<file path="config.mk">
export PLATFORM = sky130hd
export DESIGN_NAME = lj_mul
export DESIGN_NICKNAME = d
export VERILOG_FILES = /design/src/lj_pkg.sv /design/src/lj_mul.sv
export SDC_FILE = /design/constraint.sdc
export NUM_CORES = 2
export LEC_CHECK = 0
export BUFFER_PORTS_ARGS = -buffer_cell sky130_fd_sc_hd__buf_2
export CAP_MARGIN = 20
export CORE_ASPECT_RATIO = 0.5
export CORE_MARGIN = 5
export CORE_UTILIZATION = 50
export CTS_BUF_LIST = sky130_fd_sc_hd__clkbuf_4 sky130_fd_sc_hd__clkbuf_8
export CTS_CLUSTER_SIZE = 28
export DETAILED_ROUTE_END_ITERATION = 16
export PLACE_DENSITY_LB_ADDON = 0.3
export SYNTH_ARGS = -nofsm -noshare
export SYNTH_HDL_FRONTEND = slang
export SYNTH_SLANG_ARGS = --single-unit
export TNS_END_PERCENT = 1
</file>
<file path="constraint.sdc">
create_clock -name clk -period 22.5 [get_ports clk]
set_clock_uncertainty 0.1 [all_clocks]
set_input_delay 5.625 -clock clk [delete_from_list [all_inputs] [get_ports clk]]
set_output_delay 5.625 -clock clk [all_outputs]
set_load 0.005 [all_outputs]
</file>
<file path="src/lj_pkg.sv">
// Lennard-Jones pair force: shared types, widths, stage numbers and constants.
// No dependencies; used by every module of the block.
package lj_pkg;

    localparam int AXES           = 3;
    localparam int DIMENSIONS_DEF = 3;

    localparam int POS_W   = 24;
    localparam int BOX_W   = 23;
    localparam int OUT_W   = 32;
    localparam int PADDR_W = 3;
    localparam int PDATA_W = 32;

    localparam logic [BOX_W-1:0] BOX_RESET = 23'd655360;
    localparam logic             BOX_INDEX = 1'b0;

    // datapath widths
    localparam int T_W   = POS_W + 1;
    localparam int MAG_W = POS_W;
    localparam int D_W   = POS_W + 2;
    localparam int DM_W  = D_W - 1;
    localparam int SQ_W  = 2 * DM_W;
    localparam int S_W   = SQ_W + 2;
    localparam int U_W   = 33;
    localparam int U2_W  = 37;
    localparam int U3_W  = 41;
    localparam int U4_W  = 45;
    localparam int U6_W  = 53;
    localparam int U7_W  = 57;
    localparam int CM_W  = 62;
    localparam int FM_W  = 60;
    localparam int EM_W  = U6_W + 3;

    localparam int FRAC_SHIFT = 28;
    localparam int NUM_EXP    = 60;
    localparam int E_SHIFT    = 12;

    localparam logic [S_W-1:0] CLOSE_LIMIT = S_W'(64'd1 << FRAC_SHIFT);

    localparam logic signed [OUT_W-1:0] SAT_POS = 32'sh7FFF_FFFF;
    localparam logic signed [OUT_W-1:0] SAT_NEG = 32'sh8000_0000;

    // stage numbers, counted in register layers after the accepting edge
    localparam int MUL_LAT   = 2;
    localparam int DIV_LAT   = U_W;
    localparam int STG_D     = 2;
    localparam int STG_SQ    = 3;
    localparam int STG_S     = 4;
    localparam int STG_U     = STG_S + DIV_LAT;
    localparam int STG_U2    = STG_U + MUL_LAT;
    localparam int STG_U34   = STG_U2 + MUL_LAT;
    localparam int STG_U6    = STG_U34 + MUL_LAT;
    localparam int STG_U7    = STG_U6 + MUL_LAT;
    localparam int STG_EM    = STG_U6 + 1;
    localparam int STG_EN    = STG_EM + 1;
    localparam int STG_C     = STG_U7 + 1;
    localparam int STG_FORCE = STG_C + MUL_LAT + 1;
    localparam int LATENCY   = STG_FORCE + 1;

    typedef struct packed {
        logic signed [POS_W-1:0] first_x;
        logic signed [POS_W-1:0] first_y;
        logic signed [POS_W-1:0] first_z;
        logic signed [POS_W-1:0] second_x;
        logic signed [POS_W-1:0] second_y;
        logic signed [POS_W-1:0] second_z;
    } pos_t;

    typedef struct packed {
        logic signed [OUT_W-1:0] force_x;
        logic signed [OUT_W-1:0] force_y;
        logic signed [OUT_W-1:0] force_z;
        logic signed [OUT_W-1:0] pair_energy;
        logic                    range_fault;
    } result_t;

    // coefficient side info handed to each lane
    typedef struct packed {
        logic close;
        logic cneg;
    } coef_ctl_t;

endpackage

</file>
<file path="src/lj_mul.sv">
// Two-stage unsigned multiplier with Q.28 rounding: 32x32 partial products,
// then sum, round and shift. Depends on lj_pkg.
module lj_mul #(
    parameter int WA = 32,
    parameter int WB = 32,
    parameter int WP = 32
) (
    input  logic          clk,
    input  logic [WA-1:0] a,
    input  logic [WB-1:0] b,
    output logic [WP-1:0] p
);

    localparam int HALF  = 32;
    localparam int FULL  = 2 * HALF;
    localparam int WIDE  = 4 * HALF;
    localparam int SHIFT = lj_pkg::FRAC_SHIFT;

    logic [FULL-1:0] a_ext;
    logic [FULL-1:0] b_ext;
    logic [FULL-1:0] pp_reg [4];
    logic [WIDE-1:0] sum;
    logic [WP-1:0]   p_reg;

    assign a_ext = FULL'(a);
    assign b_ext = FULL'(b);

    always_ff @(posedge clk)
    begin
        pp_reg[0] <= a_ext[HALF-1:0]    * b_ext[HALF-1:0];
        pp_reg[1] <= a_ext[HALF-1:0]    * b_ext[FULL-1:HALF];
        pp_reg[2] <= a_ext[FULL-1:HALF] * b_ext[HALF-1:0];
        pp_reg[3] <= a_ext[FULL-1:HALF] * b_ext[FULL-1:HALF];
    end

    assign sum = WIDE'(pp_reg[0])
               + (WIDE'(pp_reg[1]) << HALF)
               + (WIDE'(pp_reg[2]) << HALF)
               + (WIDE'(pp_reg[3]) << FULL)
               + (WIDE'(1) << (SHIFT - 1));

    always_ff @(posedge clk)
    begin
        p_reg <= sum[SHIFT +: WP];
    end

    assign p = p_reg;

endmodule

</file>
== Yosys cells after proc, flatten, opt, wreduce, memory -nomap -nowiden ==
Memory sizes are Yosys's and may differ from the RTL's.
Index checks and enable logic that the tools add are counted.

* Register bits after elaboration: 32
* Memory bits (writable): 256
* Output and inout port bits: 32
* Word-level logic and storage cells: 7
* Memories kept: 1

{| class="wikitable"
|+ Memories
! name !! words !! width !! rd ports !! clocked after memory_dff !! write ports !! RTL line !! RTL
|-
| pp_reg || 4 || 64 || 3 || 0 || 4 || lj_mul.sv:21 || <nowiki>logic [FULL-1:0] pp_reg [4];</nowiki>
|}

* $add $sub $neg: 4
* Multipliers: 1

{| class="wikitable"
|+ Operators with widths
! cell !! number
|-
| $add A60 B60 Y60 || 2
|-
| $mul A32 B32 Y64 || 1
|-
| $add A60 B1 Y60 const B || 1
|-
| $add A60 B28 Y60 const B || 1
|}

== Logic depth before layout (Yosys ltp) ==
An unclocked memory read counts as a cell.

* Word-level depth: 5
* Gate-level depth with buffers: 28
* Gate-level depth less buffers: 27

== Worst setup path after synthesis ==
OpenSTA, ideal clock, no wires.

* Path type: input port to flip-flop
* From: input port a[31]
* To: memory pp_reg[0][59] (netlist name)
* Setup time: 0.125 ns
* Data arrival time: 12.120 ns
* Slack: 10.155 ns
* Stages: 26
* Path buffers: 2
* Cell sequence: clkbuf_1 clkbuf_1 nand2_1 fa_1 inv_1 fa_1 fa_1 inv_1 fa_1 inv_1 fa_1 fa_1 fa_1 inv_1 fa_1 inv_1 ha_1 a21o_1 a21o_1 a21o_1 a211oi_1 o31ai_1 a31o_4 a31oi_4 o31ai_1 xnor2_1

{| class="wikitable"
|+ RTL lines
! item !! RTL line !! RTL
|-
| start: declaration || lj_mul.sv:9 || <nowiki>input logic [WA-1:0] a,</nowiki>
|-
| end: declaration || lj_mul.sv:21 ||
|}

==> flow_summary.toml <==
[setup_path]
slowest_delay_ns = 0.75
path_class = "in -> reg"
crit_path_end_kind = "flop"
cp_max_fo = 32
crit_chain = "buf_2 -> and2_1 -> fa_1 -> fa_1 -> inv_1 -> fa_1 -> fa_1 -> inv_1 -> fa_1 -> fa_1 -> fa_1 -> fa_1 -> ha_1 -> a21oi_1 -> o21ai_0 -> a2111oi_0 -> o21ai_0 -> a21oi_2 -> o221a_2 -> nor3_1 -> nor4_1 -> nand3b_1"
critPathLaunchType = "input pin"
cp.arrival_ns = 13.68
slowest_stage = "a2111oi_0"
cp_common_cell = "fa_1"
crit_required_ns = 22.69

[grt]
grt_pass1_wl_um = 147700
grt_pass1_vias = 26976
grt_max_degree = 33
grt_usage_pct = 25.70
antenna_found_initial = 5
gr-total-overflow = 0

[floorplan]
initial_core_util_pct = 50.36
fp.coreArea_sq_um = 66810
die_h_um = 193.4
dieArea_sq_um = 72890
fp.dieW_um = 376.9
ioPinCount = 97
rows = 67

[min_path]
hold_class = "reg -> reg"

[timing]
slew_violations = 0
timing_hold_violations_final = 0
final-setup-viol-count = 0
fmaxAchievable_ghz = 0.07414
min_period_ns = 13.49
worst_pin_slew_ns = 1.104
rsz0062_at_grt = "no"
relSlewSlack_pct = 25.81
timing.final.crit_share_pct = 59.94
setup_tns_ns = 0

[synthesis]
mappedNetlistArea_sq_um = 33640
yosys.area.top_type_share_pct = 52.96
yosys_warnings = 0
synth_edf_count = 0
syn_inst = 3641
ys_top_cells_by_count = "fa_1 (890), inv_1 (862), and2_1 (562), nand2_1 (500), ha_1 (232)"
seq_area_frac_synth_pct = 3.868
async_reset_ff_share_pct = 0
avgSynthCellArea_sq_um = 9.241
ys_types = 51
syn_nets = 4828
yosys_register_bits = 65
synth_flop_cell = "dfxtp_1"
post-synth-top-count-cell = "fa_1"
synth_area_leader_cell = "fa_1"
synthTopCellsByArea = "fa_1 (53%), and2_1 (10%), inv_1 (9.6%), ha_1 (8.6%), nand2_1 (5.6%)"

[place]
dp_hpwl_um = 68820
io_buffers = 96
place_congestion = 0.9078

[clocking]
clockBufferDepth = 2
clockRootBuffer = "clkbuf_8"
numCtsBuffers = 9
holdBufCountCts = 0
cts_tree = "built"
htreeDepth = 3
post-cts-setup-buffers = 0
clk_latency_ns = 0.34
clk_pin_slew_ns = 0.09
cts.sinks = 65
ctsResizeCount = 0

[detailed_routing]
routed_wirelength_um = 90510
vias = 24029
wl_per_cell_um = 20.31
first_pass_iters = 6
drt_iter0_markers = 1472
drc_errors = 0
ant_nets = 0
avgViaCountPerCell = 5.393

[job]
maxCapViolCount = 0

[cells_and_area]
area_growth_pct = 3.232
fin_nets = 4740
drive_above_1_share_pct = 3.654
largest_reg_flops = 33

[run_status]
status = "finished clean"
[final timing paths]
path / startpoint / endpoint / slack, ns / cells after the start
setup / recovery: b[9] / pp_reg[0][54] / 9.01 / 22
hold / removal: pp_reg[0][59] / p[31] / 0.35 / 1
setup reg to reg: pp_reg[0][29] / p[28] / 19.75 / 9
hold reg to reg: pp_reg[0][59] / p[31] / 0.35 / 1
[layout by cell type (no fill, tap or decap), types with 3 or more instances in the layout]
| cell | Yosys | routed |
|---|---|---|
| xor2_1 | 20 | 20 |
| a21o_1 | 33 | 33 |
| nor2b_1 | 9 | 9 |
| inv_6 | 0 | 3 |
| or3_1 | 3 | 3 |
| nand3_1 | 16 | 16 |
| o22ai_1 | 3 | 3 |
| nor3_1 | 9 | 9 |
| a21oi_1 | 41 | 41 |
| inv_1 | 862 | 862 |
| o31ai_1 | 5 | 5 |
| o21ai_0 | 18 | 18 |
| clkbuf_8 | 0 | 9 |
| buf_2 | 1 | 96 |
| and3_1 | 7 | 7 |
| a211oi_1 | 8 | 8 |
| nand2_1 | 500 | 500 |
| o21ai_1 | 3 | 3 |
| fa_1 | 890 | 890 |
| nor2_1 | 30 | 30 |
| o21a_1 | 5 | 5 |
| xnor2_1 | 50 | 50 |
| ha_1 | 232 | 232 |
| and2_1 | 562 | 562 |
| a31oi_1 | 6 | 6 |
| buf_4 | 0 | 6 |
| and4_1 | 6 | 6 |
| dfxtp_1 | 65 | 65 |
| nor3b_1 | 3 | 3 |
| nand2b_1 | 3 | 3 |
| a21oi_2 | 4 | 4 |
| nand4_1 | 21 | 21 |
[metal layers]
| layer | GRT usage [%] | share of wire (%) | wire (um) | up-vias |
|---|---|---|---|---|
| met5 | 0 | 0.014 | 13 | - |
| met4 | 7.642 | 3.5 | 3212 | 2 |
| met3 | 3.530 | 7.3 | 6583 | 226 |
| met2 | 44.69 | 50 | 44820 | 969 |
| met1 | 33.75 | 40 | 35880 | 12589 |
| li1 | - | - | - | 10243 |
[stage by stage]
step                worst slack [ns]  cells  area [sq um]  utilization (%)  hold slack, ns
CTS                            9.018   4455         34730            51.98          0.3595
floorplan                      10.15   3641         33640                -          0.3128
global placement               8.714   4439         34530            51.68          0.3563
global route                   8.721   4455         34730            51.98          0.3730
detailed placement             8.679   4439         34530            51.68          0.3334
finish                         9.013   4456         34730            51.98          0.3541
[cell families after synthesis]
| group | Yosys count | share of synthesized area (%) |
|---|---|---|
| xor gates and xnor gates | 70 | 1.822 |
| and+or+nand+nor | 1177 | 17.94 |
| adders and majority gates | 1122 | 61.58 |
| buffers and inverters | 1063 | 11.89 |
| AOI/OAI and AO/OA | 144 | 2.901 |
| DFF | 65 | 3.868 |
[critical path: cells and delay by family]
kind | cells | cell delay [ns]
AOI/OAI and AO/OA | 6 | 2.20
adders and majority gates | 9 | 4.29
buffers and inverters | 3 | 0.73
and+or+nand+nor | 4 | 0.79
[area by class of cell]
cell class                      count  area [sq um]
Antenna cell                        1         2.502
Clock buffer                        9         123.9
Timing Repair Buffer              102         525.5
Sequential cell                    65          1301
Tap cell                          897          1122
Clock inverter                      7         76.32
Fill cell                        6091         32080
Multi-Input combinational cell   2513         28340
Inverter                          862          3236
Power is left out: the tool's default activity adds up to more than one toggle a clock period on the data nets, which glitch-free logic cannot reach.
